## config.mk

```make
export PLATFORM = sky130hd
export DESIGN_NAME = tnpd_ring_walk
export DESIGN_NICKNAME = d
export VERILOG_FILES = /design/src/rtl/tnpd_pkg.sv /design/src/rtl/tnpd_ring_walk.sv
export SDC_FILE = /design/constraint.sdc
export NUM_CORES = 1
export LEC_CHECK = 0
export BUFFER_PORTS_ARGS = -buffer_cell sky130_fd_sc_hd__buf_4
export CORE_MARGIN = 4
export CORE_UTILIZATION = 40
export CTS_BUF_LIST = sky130_fd_sc_hd__clkbuf_4
export DETAILED_ROUTE_END_ITERATION = 16
export PLACE_DENSITY = 0.58
export SLEW_MARGIN = 20
export SYNTH_ARGS = -nofsm -noshare
export SYNTH_HDL_FRONTEND = slang
export SYNTH_SLANG_ARGS = --single-unit
```

## constraint.sdc

```tcl
create_clock -name clk_i -period 25.3 [get_ports clk_i]
set_input_delay 2.53 -clock clk_i [delete_from_list [all_inputs] [get_ports clk_i]]
set_output_delay 2.53 -clock clk_i [all_outputs]
set_load 0.01 [all_outputs]
```

## src/rtl/tnpd_pkg.sv

```systemverilog
// Shared types and constants for the three-nearest pixel distance block.
// No dependencies; used by every file under rtl but tnpd_pixel_mem.
package tnpd_pkg;

  localparam int MAX_ROWS_DEF = 256;
  localparam int MAX_COLS_DEF = 256;

  localparam int CFG_W     = 9;
  localparam int CFG_IDX_W = 2;
  localparam int SUM_W     = 16;

  localparam logic [CFG_IDX_W-1:0] REG_ROW_COUNT = 2'd0;
  localparam logic [CFG_IDX_W-1:0] REG_COL_COUNT = 2'd1;

  localparam logic OP_WRITE = 1'b0;
  localparam logic OP_QUERY = 1'b1;

  // number of set pixels to collect
  localparam logic [1:0] NEAREST = 2'd3;

  // x / 3 == (x * RECIP3) >> 33 for any 32-bit x
  localparam logic [31:0] RECIP3     = 32'hAAAA_AAAB;
  localparam int          RECIP3_SHR = 33;

  typedef enum logic [2:0] {
    W_IDLE,
    W_INIT,
    W_SIDE,
    W_SCAN,
    W_DRAIN,
    W_DONE
  } walk_state_e;

  typedef struct packed {
    logic [7:0]       row;
    logic [7:0]       col;
    logic [CFG_W-1:0] nr;
    logic [CFG_W-1:0] nc;
  } query_t;

  typedef struct packed {
    logic             found;
    logic [SUM_W-1:0] sum;
  } result_t;

endpackage

```

## src/rtl/tnpd_ring_walk.sv

```systemverilog
// Ring sequencer: walks Chebyshev rings side by side, clipped to the image,
// one pixel-map read per scan cycle, and sums the radii of the first three hits.
// Depends on tnpd_pkg.
module tnpd_ring_walk #(
  parameter int MAX_ROWS = tnpd_pkg::MAX_ROWS_DEF,
  parameter int MAX_COLS = tnpd_pkg::MAX_COLS_DEF,
  parameter int RIW      = $clog2(MAX_ROWS),
  parameter int CIW      = $clog2(MAX_COLS)
) (
  input  logic              clk_i,
  input  logic              rst_ni,
  input  logic              start_i,
  input  tnpd_pkg::query_t  query_i,
  output logic              busy_o,
  output logic              rd_en_o,
  output logic [RIW+CIW-1:0] rd_addr_o,
  input  logic              rd_data_i,
  output logic              res_valid_o,
  input  logic              res_ready_i,
  output tnpd_pkg::result_t res_o
);

  localparam int MAXD = (MAX_ROWS > MAX_COLS) ? MAX_ROWS : MAX_COLS;
  localparam int RADW = $clog2((MAXD > 256) ? MAXD : 256);
  localparam int SW   = RADW + 2;

  tnpd_pkg::walk_state_e state_q, state_d;
  tnpd_pkg::query_t      q_q;

  logic [RADW-1:0]           rmax_q, rmax_d;
  logic [RADW-1:0]           rad_q, rad_d;
  logic [1:0]                side_q, side_d;
  logic                      along_q, along_d;
  logic signed [SW-1:0]      fix_q, fix_d, pos_q, pos_d, end_q, end_d;
  logic [1:0]                cnt_q, cnt_d;
  logic [tnpd_pkg::SUM_W-1:0] sum_q, sum_d;
  logic                      rd_valid_q;
  logic [RADW-1:0]           rd_rad_q;

  logic signed [SW-1:0] rs, cs, nrm1, ncm1, rsig;
  logic signed [SW-1:0] rmax_s;
  logic signed [SW-1:0] s_fix, s_fix_lim, s_lo_raw, s_hi_raw, s_hi_lim, s_lo, s_hi;
  logic                 side_ok, empty, last_ring, done;
  tnpd_pkg::walk_state_e adv_state;

  assign rs   = $signed({{(SW-8){1'b0}}, q_q.row});
  assign cs   = $signed({{(SW-8){1'b0}}, q_q.col});
  assign nrm1 = $signed({{(SW-tnpd_pkg::CFG_W){1'b0}}, q_q.nr}) - SW'(1);
  assign ncm1 = $signed({{(SW-tnpd_pkg::CFG_W){1'b0}}, q_q.nc}) - SW'(1);
  assign rsig = $signed({2'b00, rad_q});

  // farthest image edge from the point, in Chebyshev distance
  always_comb begin
    rmax_s = rs;
    if ((nrm1 - rs) > rmax_s) rmax_s = nrm1 - rs;
    if (cs > rmax_s)          rmax_s = cs;
    if ((ncm1 - cs) > rmax_s) rmax_s = ncm1 - cs;
  end

  assign empty = (q_q.nr == '0) || (q_q.nc == '0) || (rmax_s[RADW-1:0] == '0);

  // top and bottom rows span the full width; left and right columns skip corners
  always_comb begin
    case (side_q)
      2'd0: begin
        s_fix = rs - rsig; s_fix_lim = nrm1;
        s_lo_raw = cs - rsig; s_hi_raw = cs + rsig; s_hi_lim = ncm1;
      end
      2'd1: begin
        s_fix = rs + rsig; s_fix_lim = nrm1;
        s_lo_raw = cs - rsig; s_hi_raw = cs + rsig; s_hi_lim = ncm1;
      end
      2'd2: begin
        s_fix = cs - rsig; s_fix_lim = ncm1;
        s_lo_raw = rs - rsig + SW'(1); s_hi_raw = rs + rsig - SW'(1); s_hi_lim = nrm1;
      end
      default: begin
        s_fix = cs + rsig; s_fix_lim = ncm1;
        s_lo_raw = rs - rsig + SW'(1); s_hi_raw = rs + rsig - SW'(1); s_hi_lim = nrm1;
      end
    endcase
    s_lo    = (s_lo_raw < 0) ? '0 : s_lo_raw;
    s_hi    = (s_hi_raw > s_hi_lim) ? s_hi_lim : s_hi_raw;
    side_ok = (s_fix >= 0) && (s_fix <= s_fix_lim) && (s_lo <= s_hi);
  end

  assign done      = (cnt_q == tnpd_pkg::NEAREST);
  assign last_ring = (side_q == 2'd3) && (rad_q == rmax_q);
  assign adv_state = last_ring ? tnpd_pkg::W_DRAIN : tnpd_pkg::W_SIDE;

  always_comb begin : next_state
    state_d = state_q;
    unique case (state_q)
      tnpd_pkg::W_IDLE:  if (start_i) state_d = tnpd_pkg::W_INIT;
      tnpd_pkg::W_INIT:  state_d = empty ? tnpd_pkg::W_DRAIN : tnpd_pkg::W_SIDE;
      tnpd_pkg::W_SIDE: begin
        if (done)         state_d = tnpd_pkg::W_DRAIN;
        else if (side_ok) state_d = tnpd_pkg::W_SCAN;
        else              state_d = adv_state;
      end
      tnpd_pkg::W_SCAN: begin
        if (done)                state_d = tnpd_pkg::W_DRAIN;
        else if (pos_q == end_q) state_d = adv_state;
      end
      tnpd_pkg::W_DRAIN: state_d = tnpd_pkg::W_DONE;
      tnpd_pkg::W_DONE:  if (res_ready_i) state_d = tnpd_pkg::W_IDLE;
      default:           state_d = tnpd_pkg::W_IDLE;
    endcase
  end

  always_comb begin : datapath
    rmax_d  = rmax_q;
    rad_d   = rad_q;
    side_d  = side_q;
    along_d = along_q;
    fix_d   = fix_q;
    pos_d   = pos_q;
    end_d   = end_q;
    cnt_d   = cnt_q;
    sum_d   = sum_q;

    // hits land in the cycle after the read; all hits of a ring share its radius
    if (rd_valid_q && rd_data_i && !done) begin
      cnt_d = cnt_q + 2'd1;
      sum_d = sum_q + tnpd_pkg::SUM_W'(rd_rad_q);
    end

    case (state_q)
      tnpd_pkg::W_INIT: begin
        rmax_d = rmax_s[RADW-1:0];
        rad_d  = RADW'(1);
        side_d = 2'd0;
        cnt_d  = '0;
        sum_d  = '0;
      end
      tnpd_pkg::W_SIDE: begin
        if (side_ok) begin
          fix_d   = s_fix;
          pos_d   = s_lo;
          end_d   = s_hi;
          along_d = ~side_q[1];
        end else if (side_q == 2'd3) begin
          if (!last_ring) begin
            rad_d  = rad_q + RADW'(1);
            side_d = 2'd0;
          end
        end else begin
          side_d = side_q + 2'd1;
        end
      end
      tnpd_pkg::W_SCAN: begin
        if (pos_q != end_q) begin
          pos_d = pos_q + SW'(1);
        end else if (side_q == 2'd3) begin
          if (!last_ring) begin
            rad_d  = rad_q + RADW'(1);
            side_d = 2'd0;
          end
        end else begin
          side_d = side_q + 2'd1;
        end
      end
      default: ;
    endcase
  end

  always_comb begin : outputs
    busy_o      = (state_q != tnpd_pkg::W_IDLE);
    rd_en_o     = (state_q == tnpd_pkg::W_SCAN) && !done;
    res_valid_o = (state_q == tnpd_pkg::W_DONE);
    res_o.found = done;
    res_o.sum   = done ? sum_q : '0;
  end

  logic signed [SW-1:0] rd_row, rd_col;
  assign rd_row    = along_q ? fix_q : pos_q;
  assign rd_col    = along_q ? pos_q : fix_q;
  assign rd_addr_o = {rd_row[RIW-1:0], rd_col[CIW-1:0]};

  always_ff @(posedge clk_i or negedge rst_ni) begin
    if (!rst_ni) begin
      state_q    <= tnpd_pkg::W_IDLE;
      cnt_q      <= '0;
      rd_valid_q <= 1'b0;
    end else begin
      state_q    <= state_d;
      cnt_q      <= cnt_d;
      rd_valid_q <= rd_en_o;
    end
  end

  always_ff @(posedge clk_i) begin
    if (state_q == tnpd_pkg::W_IDLE && start_i) begin
      q_q <= query_i;
    end
    rmax_q   <= rmax_d;
    rad_q    <= rad_d;
    side_q   <= side_d;
    along_q  <= along_d;
    fix_q    <= fix_d;
    pos_q    <= pos_d;
    end_q    <= end_d;
    sum_q    <= sum_d;
    rd_rad_q <= rad_q;
  end

endmodule

```

=== Word level (Yosys, flattened, before mapping) ===
Index checks and enable logic that the tools add are counted.

* Word-level logic and storage cells: 120
* Output and inout port bits: 36
* Register bits after elaboration: 111
* Memories: 0
* Latch bits: 0
* Bits in writable memories: 0
* Bits of input ports: 39
* Bits in read-only memories: 0

* Multiply operators: 0
* Shift operators: 0
* Add/subtract/negate cells: 15
* Mux-type cells: 37
* Reduce and logical (&&, ||, !) cells: 24
* Bitwise operators: 1
* Div/mod/pow operators: 0
* Eq/ne operators: 19
* Order comparisons: 8

{| class="wikitable"
|+ Operator list
! operator !! number
|-
| 10-bit 2-to-1 mux || 10
|-
| 8-bit 2-to-1 mux || 7
|-
| 10-bit case mux with 3 select lines || 1
|-
| 9-bit by 1-bit subtractor with 10-bit output (second input constant) || 3
|-
| 3-bit 2-to-1 mux || 8
|-
| 8-bit case mux with 3 select lines || 1
|-
| 10-bit greater-than comparator || 2
|-
| 10-bit <= comparator || 2
|-
| 10-bit case mux with 2 select lines || 1
|-
| 10-bit by 9-bit subtractor with 10-bit output || 2
|-
| 8-bit by 8-bit adder with 9-bit output || 2
|-
| 9-bit logical NOT || 2
|-
| 3-bit case mux with 6 select lines || 1
|-
| 8-bit by 8-bit subtractor with 9-bit output || 2
|-
| 16-bit by 8-bit adder with 16-bit output || 1
|-
| 16-bit 2-to-1 mux || 1
|-
| 2-bit 2-to-1 mux || 6
|-
| 10-bit by 2-bit adder with 10-bit output (second input constant) || 1
|-
| 9-bit by 2-bit adder with 10-bit output (second input constant) || 1
|-
| 10-bit == test || 1
|-
| 10-bit by 1-bit >= comparator with 1-bit output (second input constant) || 1
|-
| 10-bit by 9-bit greater-than comparator with 1-bit output || 1
|-
| 9-bit by 10-bit greater-than comparator with 1-bit output || 1
|-
| 10-bit by 1-bit < comparator with 1-bit output (second input constant) || 1
|-
| other kinds (25) || 45
|}

=== Longest topological paths before layout ===
* Depth in word-level cells: 12
* Gate-level depth with buffers: 39
* Depth with buffers taken out: 37

=== Worst setup path before layout ===
No wires, ideal clock.

* Path kind: register to register
* Start point: register q_q[9] (netlist name)
* End point: register state_q[2]
* Clock period less this slack: 8312 ps
* Buffers on the path: 2
* Arrival time: 8188 ps
* Slack: 16988 ps
* Cell stages (with the launch flop): 40
* Setup time: 124 ps
* Required time: 25176 ps
* Cell sequence: edfxtp_1 inv_1 ha_1 nand2_1 or3_1 xnor2_1 ha_1 a21oi_1 nor3b_1 a22oi_1 nor2_1 nor2_1 ha_1 and3_1 and3_1 o21ai_0 a22o_1 a211oi_2 (+4 left out) nor2_1 nand2_1 or4_1 o21ai_2 mux2_2 ha_1 nor2b_1 o21a_1 o21ai_0 a211o_1 o21ai_0 a211o_1 a31o_2 clkbuf_1 nor4b_1 o21ai_0 a21oi_1 a211o_1

* Word-level cells in the longest chain between the ends: 12
* Elaborated cells on any way between the ends: 24
* Classes of those cells: add/sub: 2; order compare: 6; mux: 10; reduce/logical: 6

{| class="wikitable"
|+ RTL lines
! element !! RTL line !! RTL
|-
| from (decl) || tnpd_ring_walk.sv:28 || <nowiki>tnpd_pkg::query_t q_q;</nowiki>
|-
| from (signal assigned) || tnpd_ring_walk.sv:194 || <nowiki>q_q <= query_i;</nowiki>
|-
| 9-bit by 1-bit subtractor with 10-bit output || tnpd_ring_walk.sv:48 || <nowiki>assign nrm1 = $signed({{(SW-tnpd_pkg::CFG_W){1'b0}}, q_q.nr}) - SW'(1);</nowiki>
|-
| 10-bit by 9-bit subtractor with 10-bit output || tnpd_ring_walk.sv:55 || <nowiki>if ((nrm1 - rs) > rmax_s) rmax_s = nrm1 - rs;</nowiki>
|-
| 10-bit by 9-bit greater-than comparator with 1-bit output || tnpd_ring_walk.sv:55 ||
|-
| 10-bit 2-to-1 mux || tnpd_ring_walk.sv:55 ||
|-
| 9-bit by 10-bit greater-than comparator with 1-bit output || tnpd_ring_walk.sv:56 || <nowiki>if (cs > rmax_s) rmax_s = cs;</nowiki>
|-
| 10-bit 2-to-1 mux || tnpd_ring_walk.sv:56 ||
|-
| 10-bit greater-than comparator || tnpd_ring_walk.sv:57 || <nowiki>if ((ncm1 - cs) > rmax_s) rmax_s = ncm1 - cs;</nowiki>
|-
| 8-bit 2-to-1 mux || tnpd_ring_walk.sv:57 ||
|-
| 8-bit logical NOT || tnpd_ring_walk.sv:60 || <nowiki>assign empty = (q_q.nr == '0) || (q_q.nc == '0) || (rmax_s[RADW-1:0] == '0);</nowiki>
|-
| 1-bit logical OR || tnpd_ring_walk.sv:60 ||
|-
| 3-bit 2-to-1 mux || tnpd_ring_walk.sv:95 || <nowiki>tnpd_pkg::W_INIT: state_d = empty ? tnpd_pkg::W_DRAIN : tnpd_pkg::W_SIDE;</nowiki>
|-
| 3-bit case mux with 6 select lines (*) || tnpd_ring_walk.sv:93 || <nowiki>unique case (state_q)</nowiki>
|-
| to (signal assigned) || tnpd_ring_walk.sv:182 || <nowiki>state_q <= tnpd_pkg::W_IDLE;</nowiki>
|-
| to (signal assigned) || tnpd_ring_walk.sv:186 || <nowiki>state_q <= state_d;</nowiki>
|-
| to (decl) || tnpd_ring_walk.sv:27 || <nowiki>tnpd_pkg::walk_state_e state_q, state_d;</nowiki>
|}

Mark *: on every way between the ends. The rest lies on a longest branch, timed or not.
A chain may end at the register's enable or synchronous reset.

=== Worst setup path after layout ===
Same ends and word-level chain as after synthesis.

==> metrics.txt <==
most common cell in the netlist=ha_1; buffer count from post-CTS setup fixing=0; synthesized cell area=0.0100 mm²; Startpoint Class=flip-flop; DRC errors left=0; placed cell areas=0.0109 mm²; Tcrit/Tclk final=0.373; Worst-Margin Slew=1.13 ns; post-layout min period=9.45 ns; Rows=57; maximum clock insertion buffer count=2; Synth top area share=0.243; Commonest cells post-synth=ha_1, inv_1, nor2_1, edfxtp_1, nand2_1; grt ovf=0; critical path endpoint category=flip-flop; DRT Wirelength=26.6 mm; Hold Path Class=flip-flop to flip-flop; DRT iter0 DRCs=560; DR vias/cell=5.33; min-delay src=sum_q[7]$_SDFFE_PP0P_; I/O pins=75; Root Driver=clkbuf_4; H-tree Lvls=3; predominant post-synthesis flop cell=edfxtp_1; synthesis-to-layout area growth=10.4%; fin worst setup slack=15.85 ns; Synth Instances=around 1,100; GRT Total Usage=0.190; FFs w/ async S/R, synth=0.0541; die width=approximately 170 µm; arrival time worst endpoint=9.88 ns; pre-CTS WS=16.01 ns; area of the core=between 0.02 and 0.025 mm²; Synthesized Nets=1,284; CTS clk-pin slew, worst paths=0.18 ns; #FFs+latches synth=111; Starting Density=0.409; setup TNS=0 ns; share of cells above drive strength 1=0.128; hold_ws=slightly below 0.5 ns; Max Fclk=106 MHz; CTS Hold Buffers Added=0; Final Setup Violations=0; clock skew=0.0287 ns; via count=between 7,000 and 8,000; GPL Wtd Cong=0.893; TritonCTS clock tree=built; RSZ-0062 raised after global routing=false; CTS sink cnt=111; Die Ht=166 µm; Fillers=between 2,000 and 2,500; Worst path most repeated cell=ha_1; Yosys top cell by area=edfxtp_1; Yosys Warn Count=0; outcome=complete, no violations; die area=roughly 0.028 mm²; CP Max Fanout=17; first-pass GRT wire length=approximately 42 mm; Critical Path Source=q_q[9]$_DFFE_PP_; Slew Limit Headroom=0.245; Max Cap Viol=0; antenna violations before repair=1; per-cell routed wire length=17.7 µm; post_cts resized=0; CTS buffer count=9; slowest cell on the critical path=a211oi_2; number of port buffers=74; EDFF count, synth=around 80; Avg Inst Size Synth=between 8 and 9 µm²; fin. max-slew vios=0; Seq/Total Area, Yosys=0.306; Routed Antenna Nets=0; max incr delay on CP=0.91 ns; DR pass1 iterations=4; Final Net Count=1,340; final hold viol count=0; largest net degree at the start of global routing=35; unique cell type count in the Yosys netlist=78; Final Cell Area=0.0110 mm²; HPWL after DPL=21.9 mm; RR Startpoint=q_q[9]$_DFFE_PP_; critical path class=flip-flop to flip-flop; Area contributors post-synth=edfxtp_1, ha_1, xnor2_1; worst skew pair latency=0.53 ns; vias in the first global route=7,627; Worst EP required=between 20 and 30 ns
registers in the layout, indices dropped and copies added (netlist names):
signal,count
rd_rad_q,8
along_q,1
cnt_q,2
cs,8
rd_valid_q,1
end_q,10
q_q,26
fix_q,8
rmax_q,8
sum_q,16
pos_q,10
state_q,3
rad_q,8
side_q,2
critical path: cells and delay by family, from the launching register on:
family,cells,cell delay [ns]
compound gates,15,3.54
simple gates,13,2.66
fa+ha+maj,5,1.58
mux,2,0.65
flops,1,0.51
xor+xnor,1,0.25
buf+inv,1,0.15
worst paths after layout:
path / cells after the start / slack (ns) / end
max in group asynchronous: 1 / 23.39 / state_q[1]$_DFFE_PN0P_
worst max-delay path: 37 / 15.85 / state_q[2]$_DFFE_PN0P_
worst max register to register: 37 / 15.85 / state_q[2]$_DFFE_PN0P_
worst min-delay path: 2 / 0.49 / sum_q[7]$_SDFFE_PP0P_
min in group asynchronous: 1 / 1.77 / rd_valid_q$_DFF_PN0_
worst min register to register: 2 / 0.49 / sum_q[7]$_SDFFE_PP0P_
per-stage QoR:
| stage | util | std cells |
|---|---|---|
| 2_1_floorplan | - | 1116 |
| 3_3_place_gp | 0.445 | 1485 |
| 3_5_place_dp | 0.445 | 1485 |
| 4_1_cts | 0.451 | 1501 |
| 5_1_grt | 0.452 | 1502 |
| 6_report | 0.452 | 1502 |
cell families after synthesis:
kind of cell / Yosys count / share of synthesized area
AO/OA/AOI/OAI: 222 / 0.144
XOR/XNOR: 101 / 0.0884
adder cells (fa/ha/maj): 129 / 0.167
buffers and inverters: 140 / 0.0529
flip-flops: 111 / 0.306
multiplexers: 63 / 0.0685
other: 1 / 0.000375
AND/OR/NAND/NOR: 349 / 0.173
layout by cell type (no fill, tap or decap), types with 16 or more instances in the layout:
cell,n
o21ai_0,52
xor2_1,29
and2_1,22
buf_4,80
mux2i_1,24
dfxtp_1,24
xnor2_1,72
edfxtp_1,81
nor2_1,102
nor3_1,21
nand2_1,77
ha_1,122
inv_1,104
nand3_1,19
mux2_2,37
a21oi_1,69
nor2b_1,16
per-layer routing:
layer | global-route usage | up-vias | wire, µm | share of wire
met1 | 0.266 | 3746 | 12800 | 0.48
met5 | 0 | - | 0 | 0
li1 | - | 4089 | - | -
met3 | 0.0257 | 21 | 1050 | 0.039
met2 | 0.314 | 143 | 12400 | 0.47
met4 | 0.0452 | 0 | 387 | 0.015
cell type report:
type / count / area [µm²] / area share
repair buffers: 80 / 601 / 0.0544
inverters: 105 / 394 / 0.0357
well taps: 324 / 405 / 0.0367
diodes: 1 / 2.50 / 0.000227
clock inverters: 6 / 77.6 / 0.00702
flip-flops and latches: 111 / 3060 / 0.277
multi-input cells: 865 / 6430 / 0.582
clock buffers: 10 / 75.1 / 0.00680
Power is not shown: default switching activity piles up to over one toggle a cycle in this logic, so the estimate is an artifact.
